`src/design/pet_pkg.sv`:
```
`timescale 1ns / 1ps
// ----------------------------------------------------------------------------
// pet_pkg
// Shared types and constants of the path expression tokenizer.
// ----------------------------------------------------------------------------
package pet_pkg;

	localparam int PATH_BYTES_DEF = 4096;

	localparam logic [7:0] CH_DOLLAR = 8'h24;
	localparam logic [7:0] CH_DOT    = 8'h2E;
	localparam logic [7:0] CH_LBR    = 8'h5B;
	localparam logic [7:0] CH_RBR    = 8'h5D;
	localparam logic [7:0] CH_MINUS  = 8'h2D;
	localparam logic [7:0] CH_ZERO   = 8'h30;
	localparam logic [7:0] CH_NINE   = 8'h39;

	// magnitude of the most negative int32; the largest int32 is one below it
	localparam logic [31:0] MAG_LIMIT = 32'h8000_0000;

	typedef enum logic [2:0] {
		PH_FIRST,
		PH_DOLLAR,
		PH_NAME,
		PH_INDEX,
		PH_CLOSED,
		PH_ERROR
	} pet_phase_t;

	typedef enum logic [1:0] {
		KIND_NAME  = 2'd0,
		KIND_INDEX = 2'd1,
		KIND_ROOT  = 2'd2,
		KIND_ERROR = 2'd3
	} pet_kind_t;

	localparam logic [2:0] ERR_NONE      = 3'd0;
	localparam logic [2:0] ERR_AFTER_ROOT = 3'd1;
	localparam logic [2:0] ERR_NO_CLOSE  = 3'd2;
	localparam logic [2:0] ERR_BAD_INDEX = 3'd3;
	localparam logic [2:0] ERR_EMPTY     = 3'd4;
	localparam logic [2:0] ERR_BAD_COMP  = 3'd5;
	localparam logic [2:0] ERR_TOO_LONG  = 3'd6;

	typedef struct packed {
		logic [7:0] path_byte;
		logic       final_byte;
	} pet_in_t;

	typedef struct packed {
		logic [1:0]         kind;
		logic [11:0]        start_offset;
		logic [11:0]        name_length;
		logic signed [31:0] array_index;
		logic [2:0]         error_code;
		logic               path_done;
	} pet_out_t;

endpackage

```
`src/design/pet_core.sv`:
```
`timescale 1ns / 1ps
// ----------------------------------------------------------------------------
// pet_core
// Tokenizer state and the per-byte decode; result is combinational.
// ----------------------------------------------------------------------------
module pet_core import pet_pkg::*; #(
	parameter int PATH_BYTES = PATH_BYTES_DEF
) (
	input  logic     clk,
	input  logic     arst_n,
	input  logic     take,
	input  pet_in_t  item,
	output logic     res_valid,
	output pet_out_t res
);

	localparam int POS_W = $clog2(PATH_BYTES + 1);
	localparam logic [POS_W-1:0] POS_LIMIT = POS_W'(PATH_BYTES);

	pet_phase_t       phase_q, phase_d;
	logic             in_bracket_q, in_bracket_d;
	logic [POS_W-1:0] name_start_q, name_start_d;
	logic [POS_W-1:0] name_len_q, name_len_d;
	logic [POS_W-1:0] byte_pos_q, byte_pos_d;
	logic [31:0]      mag_q, mag_d;
	logic             neg_q, neg_d;
	logic             bad_q, bad_d;

	function automatic logic [11:0] fit12(input logic [POS_W-1:0] v);
		logic [POS_W+11:0] w;
		w = {12'b0, v};
		return w[11:0];
	endfunction

	logic [7:0]       c;
	logic             fin;
	logic             is_dollar, is_dot, is_lbr, is_rbr, is_minus, is_digit;
	logic             pos_ovf;
	logic [POS_W-1:0] pos_inc, len_inc;
	logic [34:0]      mac;
	logic [31:0]      mac_sat;
	logic             mac_ovf;
	logic             idx_err;
	logic [31:0]      idx_val;

	assign c         = item.path_byte;
	assign fin       = item.final_byte;
	assign is_dollar = (c == CH_DOLLAR);
	assign is_dot    = (c == CH_DOT);
	assign is_lbr    = (c == CH_LBR);
	assign is_rbr    = (c == CH_RBR);
	assign is_minus  = (c == CH_MINUS);
	assign is_digit  = (c >= CH_ZERO) && (c <= CH_NINE);
	assign pos_ovf   = (byte_pos_q >= POS_LIMIT);
	assign pos_inc   = byte_pos_q + 1'b1;
	assign len_inc   = (name_len_q < POS_LIMIT) ? name_len_q + 1'b1 : name_len_q;

	// times ten as two shifts, then clamp to the magnitude of the most negative int32
	assign mac     = ({3'b0, mag_q} << 3) + ({3'b0, mag_q} << 1) + {31'b0, c[3:0]};
	assign mac_ovf = (mac > {3'b0, MAG_LIMIT});
	assign mac_sat = mac_ovf ? MAG_LIMIT : mac[31:0];

	assign idx_err = bad_q || (neg_q ? (mag_q > MAG_LIMIT) : (mag_q >= MAG_LIMIT));
	assign idx_val = neg_q ? (32'd0 - mag_q) : mag_q;

	// next state
	always_comb begin
		logic clr;
		logic to_err;
		clr          = 1'b0;
		to_err       = 1'b0;
		phase_d      = phase_q;
		in_bracket_d = in_bracket_q;
		name_start_d = name_start_q;
		name_len_d   = name_len_q;
		byte_pos_d   = byte_pos_q;
		mag_d        = mag_q;
		neg_d        = neg_q;
		bad_d        = bad_q;
		if (take) begin
			if (phase_q == PH_ERROR) begin
				clr = fin;
			end else if (pos_ovf) begin
				to_err = 1'b1;
			end else begin
				byte_pos_d = pos_inc;
				unique case (phase_q) inside
					PH_FIRST, PH_DOLLAR: begin
						if (phase_q == PH_FIRST && is_dollar) begin
							phase_d = PH_DOLLAR;
							clr     = fin;
						end else if (is_dot) begin
							phase_d      = PH_NAME;
							in_bracket_d = 1'b0;
							name_start_d = pos_inc;
							name_len_d   = '0;
							clr          = fin;
						end else if (is_lbr) begin
							phase_d      = PH_INDEX;
							in_bracket_d = 1'b1;
							name_len_d   = '0;
							mag_d        = '0;
							neg_d        = 1'b0;
							bad_d        = 1'b0;
							clr          = fin;
						end else if (phase_q == PH_DOLLAR) begin
							to_err = 1'b1;
						end else begin
							phase_d      = PH_NAME;
							in_bracket_d = 1'b0;
							name_start_d = byte_pos_q;
							name_len_d   = POS_W'(1);
							clr          = fin;
						end
					end
					PH_NAME: begin
						if (is_dot || is_lbr) begin
							if (name_len_q == '0) begin
								to_err = 1'b1;
							end else if (fin) begin
								clr = 1'b1;
							end else if (is_dot) begin
								name_start_d = pos_inc;
								name_len_d   = '0;
							end else begin
								phase_d      = PH_INDEX;
								in_bracket_d = 1'b1;
								name_len_d   = '0;
								mag_d        = '0;
								neg_d        = 1'b0;
								bad_d        = 1'b0;
							end
						end else begin
							name_len_d = len_inc;
							clr        = fin;
						end
					end
					PH_INDEX: begin
						if (is_rbr) begin
							if (idx_err || name_len_q == '0) begin
								to_err = 1'b1;
							end else begin
								phase_d      = PH_CLOSED;
								in_bracket_d = 1'b0;
								clr          = fin;
							end
						end else if (fin) begin
							clr = 1'b1;
						end else begin
							if (is_minus && name_len_q == '0) begin
								neg_d = 1'b1;
							end else if (is_digit) begin
								mag_d = mac_sat;
								if (mac_ovf)
									bad_d = 1'b1;
							end else begin
								bad_d = 1'b1;
							end
							name_len_d = len_inc;
						end
					end
					PH_CLOSED: begin
						if (is_dot) begin
							phase_d      = PH_NAME;
							in_bracket_d = 1'b0;
							name_start_d = pos_inc;
							name_len_d   = '0;
							clr          = fin;
						end else if (is_lbr) begin
							phase_d      = PH_INDEX;
							in_bracket_d = 1'b1;
							name_len_d   = '0;
							mag_d        = '0;
							neg_d        = 1'b0;
							bad_d        = 1'b0;
							clr          = fin;
						end else begin
							to_err = 1'b1;
						end
					end
					default: clr = 1'b1;
				endcase
			end
			// an error on the last byte ends the path at once
			if (to_err) begin
				if (fin)
					clr = 1'b1;
				else
					phase_d = PH_ERROR;
			end
			if (clr) begin
				phase_d      = PH_FIRST;
				in_bracket_d = 1'b0;
				name_start_d = '0;
				name_len_d   = '0;
				byte_pos_d   = '0;
				mag_d        = '0;
				neg_d        = 1'b0;
				bad_d        = 1'b0;
			end
		end
	end

	// result of the current byte
	always_comb begin
		logic [2:0] err;
		logic       emit_err;
		err       = ERR_NONE;
		emit_err  = 1'b0;
		res_valid = 1'b0;
		res       = '0;
		if (phase_q != PH_ERROR) begin
			if (pos_ovf) begin
				emit_err = 1'b1;
				err      = ERR_TOO_LONG;
			end else begin
				unique case (phase_q) inside
					PH_FIRST, PH_DOLLAR: begin
						if ((phase_q == PH_FIRST && is_dollar) || is_dot) begin
							if (fin) begin
								res_valid     = 1'b1;
								res.kind      = KIND_ROOT;
								res.path_done = 1'b1;
							end
						end else if (is_lbr) begin
							emit_err = fin;
							err      = ERR_NO_CLOSE;
						end else if (phase_q == PH_DOLLAR) begin
							emit_err = 1'b1;
							err      = ERR_AFTER_ROOT;
						end else if (fin) begin
							res_valid        = 1'b1;
							res.kind         = KIND_NAME;
							res.start_offset = fit12(byte_pos_q);
							res.name_length  = 12'd1;
							res.path_done    = 1'b1;
						end
					end
					PH_NAME: begin
						if (is_dot || is_lbr) begin
							if (name_len_q == '0) begin
								emit_err = 1'b1;
								err      = ERR_EMPTY;
							end else if (fin) begin
								emit_err = 1'b1;
								err      = is_dot ? ERR_EMPTY : ERR_NO_CLOSE;
							end else begin
								res_valid        = 1'b1;
								res.kind         = KIND_NAME;
								res.start_offset = fit12(name_start_q);
								res.name_length  = fit12(name_len_q);
							end
						end else if (fin) begin
							res_valid        = 1'b1;
							res.kind         = KIND_NAME;
							res.start_offset = fit12(name_start_q);
							res.name_length  = fit12(len_inc);
							res.path_done    = 1'b1;
						end
					end
					PH_INDEX: begin
						if (is_rbr) begin
							if (idx_err) begin
								emit_err = 1'b1;
								err      = ERR_BAD_INDEX;
							end else if (name_len_q == '0) begin
								emit_err = 1'b1;
								err      = ERR_EMPTY;
							end else begin
								res_valid       = 1'b1;
								res.kind        = KIND_INDEX;
								res.array_index = idx_val;
								res.path_done   = fin;
							end
						end else if (fin) begin
							emit_err = 1'b1;
							err      = ERR_NO_CLOSE;
						end
					end
					PH_CLOSED: begin
						if (is_dot) begin
							emit_err = fin;
							err      = ERR_EMPTY;
						end else if (is_lbr) begin
							emit_err = fin;
							err      = ERR_NO_CLOSE;
						end else begin
							emit_err = 1'b1;
							err      = ERR_BAD_COMP;
						end
					end
					default: ;
				endcase
			end
		end
		if (emit_err) begin
			res_valid      = 1'b1;
			res            = '0;
			res.kind       = KIND_ERROR;
			res.error_code = err;
			res.path_done  = 1'b1;
		end
	end

	always_ff @(posedge clk or negedge arst_n) begin
		if (!arst_n) begin
			phase_q      <= PH_FIRST;
			in_bracket_q <= 1'b0;
			name_start_q <= '0;
			name_len_q   <= '0;
			byte_pos_q   <= '0;
			mag_q        <= '0;
			neg_q        <= 1'b0;
			bad_q        <= 1'b0;
		end else begin
			phase_q      <= phase_d;
			in_bracket_q <= in_bracket_d;
			name_start_q <= name_start_d;
			name_len_q   <= name_len_d;
			byte_pos_q   <= byte_pos_d;
			mag_q        <= mag_d;
			neg_q        <= neg_d;
			bad_q        <= bad_d;
		end
	end

endmodule

```
`src/design/path_expression_tokenizer.sv`:
```
`timescale 1ns / 1ps
// ----------------------------------------------------------------------------
// path_expression_tokenizer
// Splits a path expression, one byte a beat, into names, indices, root and
// error tokens.
// ----------------------------------------------------------------------------
//  channel  | direction | payload   | handshake
//  byte     | in        | pet_in_t  | byte_valid / byte_ready
//  token    | out       | pet_out_t | token_valid / token_ready
//
// One byte a cycle while tokens are taken; a token is offered once its byte
// has passed the input register and been decoded into the token register.
// The rate is set by the state update of the decode, one byte per pass.
// Reset clears the tokenizer state and both valid flags; no clearing pass.
// A held token blocks decode of the byte in the input register until it is
// taken, token or not; one more byte can enter, then byte_ready drops.
// ----------------------------------------------------------------------------
module path_expression_tokenizer import pet_pkg::*; #(
	parameter int PATH_BYTES = PATH_BYTES_DEF
) (
	input  logic     clk,
	input  logic     arst_n,
	input  logic     byte_valid,
	output logic     byte_ready,
	input  pet_in_t  byte_data,
	output logic     token_valid,
	input  logic     token_ready,
	output pet_out_t token_data
);

	logic     valid_s1;
	pet_in_t  item_s1;
	logic     out_valid_q;
	pet_out_t out_q;
	logic     adv;
	logic     res_valid;
	pet_out_t res;

	// decode the held byte once the token register can take its result
	assign adv        = valid_s1 && (!out_valid_q || token_ready);
	assign byte_ready = !valid_s1 || adv;

	pet_core #(
		.PATH_BYTES(PATH_BYTES)
	) u_core (
		.clk      (clk),
		.arst_n   (arst_n),
		.take     (adv),
		.item     (item_s1),
		.res_valid(res_valid),
		.res      (res)
	);

	always_ff @(posedge clk or negedge arst_n) begin
		if (!arst_n) begin
			valid_s1 <= 1'b0;
		end else if (byte_ready) begin
			valid_s1 <= byte_valid;
		end
	end

	always_ff @(posedge clk) begin
		if (byte_ready && byte_valid)
			item_s1 <= byte_data;
	end

	always_ff @(posedge clk or negedge arst_n) begin
		if (!arst_n) begin
			out_valid_q <= 1'b0;
		end else begin
			if (out_valid_q && token_ready)
				out_valid_q <= 1'b0;
			if (adv && res_valid)
				out_valid_q <= 1'b1;
		end
	end

	always_ff @(posedge clk) begin
		if (adv && res_valid)
			out_q <= res;
	end

	assign token_valid = out_valid_q;
	assign token_data  = out_q;

endmodule

```
`config.mk`:
```
export PLATFORM = sky130hd
export DESIGN_NAME = path_expression_tokenizer
export DESIGN_NICKNAME = d
export VERILOG_FILES = /design/src/design/pet_pkg.sv /design/src/design/pet_core.sv /design/src/design/path_expression_tokenizer.sv
export SDC_FILE = /design/constraint.sdc
export NUM_CORES = 1
export LEC_CHECK = 0
export BUFFER_PORTS_ARGS = -buffer_cell sky130_fd_sc_hd__buf_4
export CORE_MARGIN = 2
export CORE_UTILIZATION = 25
export DETAILED_ROUTE_END_ITERATION = 10
export HOLD_SLACK_MARGIN = 0.08
export PLACE_DENSITY = 0.43
export SLEW_MARGIN = 20
export SYNTH_ARGS = -nofsm -noshare
export SYNTH_HDL_FRONTEND = slang
export SYNTH_SLANG_ARGS = --single-unit
export TNS_END_PERCENT = 1
```
`constraint.sdc`:
```
create_clock -name clk -period 12.3 [get_ports clk]
set_input_delay 2.46 -clock clk [delete_from_list [all_inputs] [get_ports clk]]
set_output_delay 2.46 -clock clk [all_outputs]
set_load 0.05 [all_outputs]
```
* Word level (Yosys, flattened, before mapping)
Index checks and enable logic that the tools add are counted.
** Storage, ports and cells
- Flip-flop bits (word level) :: 149
- Input bits :: 13
- Output and inout bits :: 64
** Cells by class
- Muxes and demuxes :: 193
- Magnitude comparators :: 7
- Bitwise operators :: 4
- $add $sub $neg :: 5
- Equality and inequality tests :: 30
- Reductions and logical operators :: 31
** Operators with widths (count)
- two-way mux 32 bit :: 20
- two-way mux 13 bit :: 29
- case mux 32 bit (4 select lines) :: 1
- two-way mux 24 bit :: 5
- two-way mux 58 bit :: 2
- two-way mux 3 bit :: 29
- two-way mux 1 bit :: 86
- two-way mux 26 bit :: 3
- case mux 13 bit (4 select lines) :: 1
- case mux 24 bit (2 select lines) :: 1
- case mux 13 bit (3 select lines) :: 1
- adder 35 x 33 -> 35 bit :: 1
- adder 35 x 4 -> 35 bit :: 1
- > comparator 35 x 32 -> 1 bit (second input constant) :: 1
- greater-or-equal comparator 32 bit (second input constant) :: 1
- > comparator 32 bit (second input constant) :: 1
- subtractor 1 x 32 -> 32 bit (first input constant) :: 1
- adder 13 x 1 -> 13 bit (second input constant) :: 2
- AND reduction 13 bit :: 2
- == test 8 x 6 -> 1 bit (second input constant) :: 3
- case mux 3 bit (4 select lines) :: 2
- != test 3 bit (second input constant) :: 7
- case mux 1 bit (4 select lines) :: 5
- == test 8 x 7 -> 1 bit (second input constant) :: 2
- 33 further kinds :: 63

* Depth between registers and ports, before layout
- Word-level depth :: 14
- Gate-level depth with buffers :: 14

* Cells and area by module
Synthesis repeated with hierarchy kept, for this count alone.
** Second synthesis, totals
- Cell total of the unflattened synthesis :: 1125
- Area, all modules :: 10238.6 um^2
** Modules (own cells, without submodules)
- pet_core :: area an instance 7995.2 um^2, instances 1, cells each 1044
- path_expression_tokenizer :: area an instance 2243.4 um^2, instances 1, cells each 81

* Worst setup path before layout
OpenSTA, ideal clock, no wires.
- Kind :: input -> register
- From :: input token_ready
- To :: register out_q, in the netlist token_data[0], enable pin
- Arrival :: 5949 ps
- Data required time :: 11796 ps
- Stages on the path :: 4
- Library setup time :: 504 ps
- Path slack :: 5847 ps
- Path through :: nand2b_1 -> and2_0 -> nand2_1 -> o22ai_1
** Between the ends
- Cells in the longest elaborated chain, start to end :: 3
** RTL lines
- from (decl) :: line path_expression_tokenizer.sv:27 : input logic token_ready,
- logical OR 1 bit :: line path_expression_tokenizer.sv:40 : assign adv = valid_s1 && (!out_valid_q || token_ready);
- logical AND 1 bit :: line path_expression_tokenizer.sv:40
- logical AND 1 bit :: line path_expression_tokenizer.sv:79 : if (adv && res_valid)
- to (signal assigned) :: line path_expression_tokenizer.sv:80 : out_q <= res;
- to (decl) :: line path_expression_tokenizer.sv:34 : pet_out_t out_q;
No other way between the ends.
A chain may end at the register's enable or synchronous reset.

* Worst setup path in the final report
- From :: input token_ready
- To :: output byte_ready
** Between the ends
- Cells in the longest elaborated chain, start to end :: 3
** RTL lines
- logical OR 1 bit :: line path_expression_tokenizer.sv:40
- logical AND 1 bit :: line path_expression_tokenizer.sv:40
- logical OR 1 bit :: line path_expression_tokenizer.sv:41 : assign byte_ready = !valid_s1 || adv;
- to (decl) :: line path_expression_tokenizer.sv:24 : output logic byte_ready,
No other way between the ends.

==> flow_summary.ini <==
[grt]
grt_overflow_total = 0
grt_first_pass_wirelength_mm = 48.9
grt_pass1_vias = 8335
grt_max_degree = 63
antenna_found_initial = 0
gr-usage-all-layers_pct = 14.8

[timing]
finalMaxSlewViolations = 0
period_needed_ps = 5530
period_share_pct = 45.0
fin_tns_setup_ps = 0
worst_slack_ps = 6770
max_slew_margin_pct = 34.4
fmax_mhz = 181
tightest_slew_ps = 984
finClkSkew_ps = 16.1
hold_violations = 0
grt_setup_unrepaired = false
setup_viol = 0

[critical_path]
cp_common_cell = buf_4
startpoint_type = input port
cp-end-kind = output pin
crit_arrival_ps = 3070
reg2reg_depth = 13
path_max_fanout = 3
crit_chain = buf_4 > nand3b_1 > buf_4
max_stage_delay_ps = 240
path_buf_inv = 2
crit_path_top_delay_cell = nand3b_1
cp.depth = 3
critPathRequiredTime_ps = 9840
critical-path-top-delay-family = buffers and inverters
crit_type = input port to output pin

[power_and_ir_drop]
p_leak_nw = 4.92
ir_drop_v = 0.0000705
power.density_cell_area_nw_per_um2 = 128

[cells_and_area]
area_growth_pct = 15.9
finalNonFillerCells = 1697
final_cell_mix = 117 x nand2_1, 117 x nor2_1, 85 x o21ai_0
antenna_cells = 0
final_area_um2 = 11900
drive_gt1_share_pct = 13.0
nets = 1235

[clocking]
cts_setup_buffers = 0
clkSlewWorstSetupHoldPaths_ps = 60
numCtsBuffers = 17
cts-root-buf = clkbuf_16
ctsHoldBuffers = 0
cts-resized-gates = 0
clockBufferDepth = 2
cts_tree = yes
htreeDepth = 4
clk_latency_ps = 440
numClockSinks = 148

[placement]
placed_cell_area_um2 = 11300
placed_cells = 1665
port_buffers = 76
routabilityCongestion = 0.865
pre_cts_slack_ps = 6750
dp_hpwl_mm = 22.4

[floorplan]
start_util_pct = 25.2
die_w_um = 207
die_y_um = 207
io-pin-count = 77
die-area_um2 = 42800
core_area_um2 = 40700
std_cell_rows = 74

[routing]
routedWlPerCell_um = 18.2
dr.pass1.iters = 6
drt_iter0_drc = 643
antenna_left = 0
vias = 8679
vias_per_cell = 5.11
drc = 0
wl_mm = 31.0

[yosys]
synth_edf_count = 71
synth_cell_types = 85
synth_flop_cell = dfrtp_1
ys_ff_latch = 148
syn_nets = 1196
ys_warn_count = 0
async_flop_share_pct = 52.0
ys_seq_area_share_pct = 39.5
syn_area_per_cell_um2 = 9.24
syn_area_um2 = 10300
syn_inst = 1113

[hold_path]
hold_path_depth = 2
hold_class = flop to flop

[outcome]
status = finished, final reports clean

[job]
maxCapViolCount = 0
through the flow:
step | hold slack, ps | power (mW) | util [%]
global placement | 461 | 0.989 | 27.7
detailed placement | 466 | 0.989 | 27.7
floorplan | 449 | 0.870 | -
global route | 505 | 1.60 | 29.2
finish | 482 | 1.52 | 29.2
CTS | 483 | 1.54 | 29.2
synthesized netlist by cell type, drive strengths merged (5+ instances only):
cell type / n / area share [%]
and3: 18 / 1.1
nor2b: 10 / 0.61
nor4: 11 / 0.73
xnor2: 16 / 1.4
o21a: 7 / 0.51
nand4: 15 / 0.97
and2: 10 / 0.61
buf: 12 / 1.0
nand2b: 11 / 0.67
dfrtp: 77 / 19
ha: 68 / 8.3
a22oi: 13 / 0.95
a21oi: 66 / 3.3
a211oi: 7 / 0.51
or3: 11 / 0.67
nand3: 22 / 1.1
a31oi: 7 / 0.43
nand2: 118 / 4.3
o41ai: 5 / 0.61
a22o: 6 / 0.51
o211ai: 9 / 0.66
a21o: 8 / 0.58
o31ai: 34 / 2.5
nor3: 24 / 1.2
inv: 21 / 0.77
clkbuf: 51 / 1.9
nor2: 130 / 5.5
xor2: 54 / 4.6
o21ai: 92 / 4.5
o22ai: 5 / 0.30
or4: 5 / 0.44
a32o: 28 / 2.7
edfxtp: 71 / 21
per-layer routing:
metal | global-route usage, % | vias up | share of wire (%)
met3 | 2.35 | 41 | 4.8
met5 | 0 | - | 0
met1 | 23.1 | 4180 | 52
met2 | 20.6 | 214 | 41
met4 | 4.05 | 0 | 1.9
li1 | - | 4244 | -
registers in the layout (all words and copies together), names as in the netlist:
register / cells
item_s1: 9
token_data: 62
token_valid: 1
u_core.bad_q: 1
u_core.byte_pos_q: 13
u_core.mag_q: 32
u_core.name_len_q: 13
u_core.name_start_q: 12
u_core.neg_q: 1
u_core.phase_q: 3
valid_s1: 1
kinds of logic after synthesis:
family,Yosys count,share of synthesized area [%]
buffers and inverters,84,3.66
AOI/OAI and AO/OA,325,21.7
muxes,7,0.730
DFF,148,39.5
xor gates and xnor gates,70,5.96
and+or+nand+nor,409,19.8
adders and majority gates,70,8.66
where the power goes:
group | internal, mW | switching (mW)
logic | 0.0923 | 0.267
clock network | 0.321 | 0.226
registers | 0.580 | 0.0361
worst register-to-register path, stage by stage, from the launching register on:
cell	delay, ps
edfxtp_1	440
inv_1	90
fa_1	590
inv_1	60
ha_1	280
a211oi_1	300
o31ai_1	240
a2bb2oi_1	330
nand2_1	240
a41oi_1	380
mux2i_1	440
nand2_2	500
a41o_1	390
a31oi_1	150
final cells by class:
| type | count | area, um^2 |
|---|---|---|
| fillers | 4366 | 28800 |
| multi-input cells | 881 | 5880 |
| well taps | 532 | 666 |
| clock buffers | 21 | 472 |
| clock inverters | 11 | 135 |
| flip-flops and latches | 148 | 4060 |
| inverters | 21 | 78.8 |
| repair buffers | 83 | 623 |
path summary, 6_finish.rpt:
kind / endpoint / slack, ps / start
max in group asynchronous: u_core.mag_q[0]$_DFFE_PN0P_ / 9320 / arst_n
max: byte_ready / 6770 / token_ready
min reg2reg: u_core.name_start_q[9]$_DFFE_PN0P_ / 480 / u_core.name_start_q[9]$_DFFE_PN0P_
min in group asynchronous: u_core.name_len_q[2]$_DFFE_PN0P_ / 2000 / arst_n
max reg2reg: u_core.bad_q$_DFFE_PN0P_ / 7800 / item_s1[4]$_DFFE_PP_
min: u_core.name_start_q[9]$_DFFE_PN0P_ / 480 / u_core.name_start_q[9]$_DFFE_PN0P_
Power figures use the tool's default switching activity.
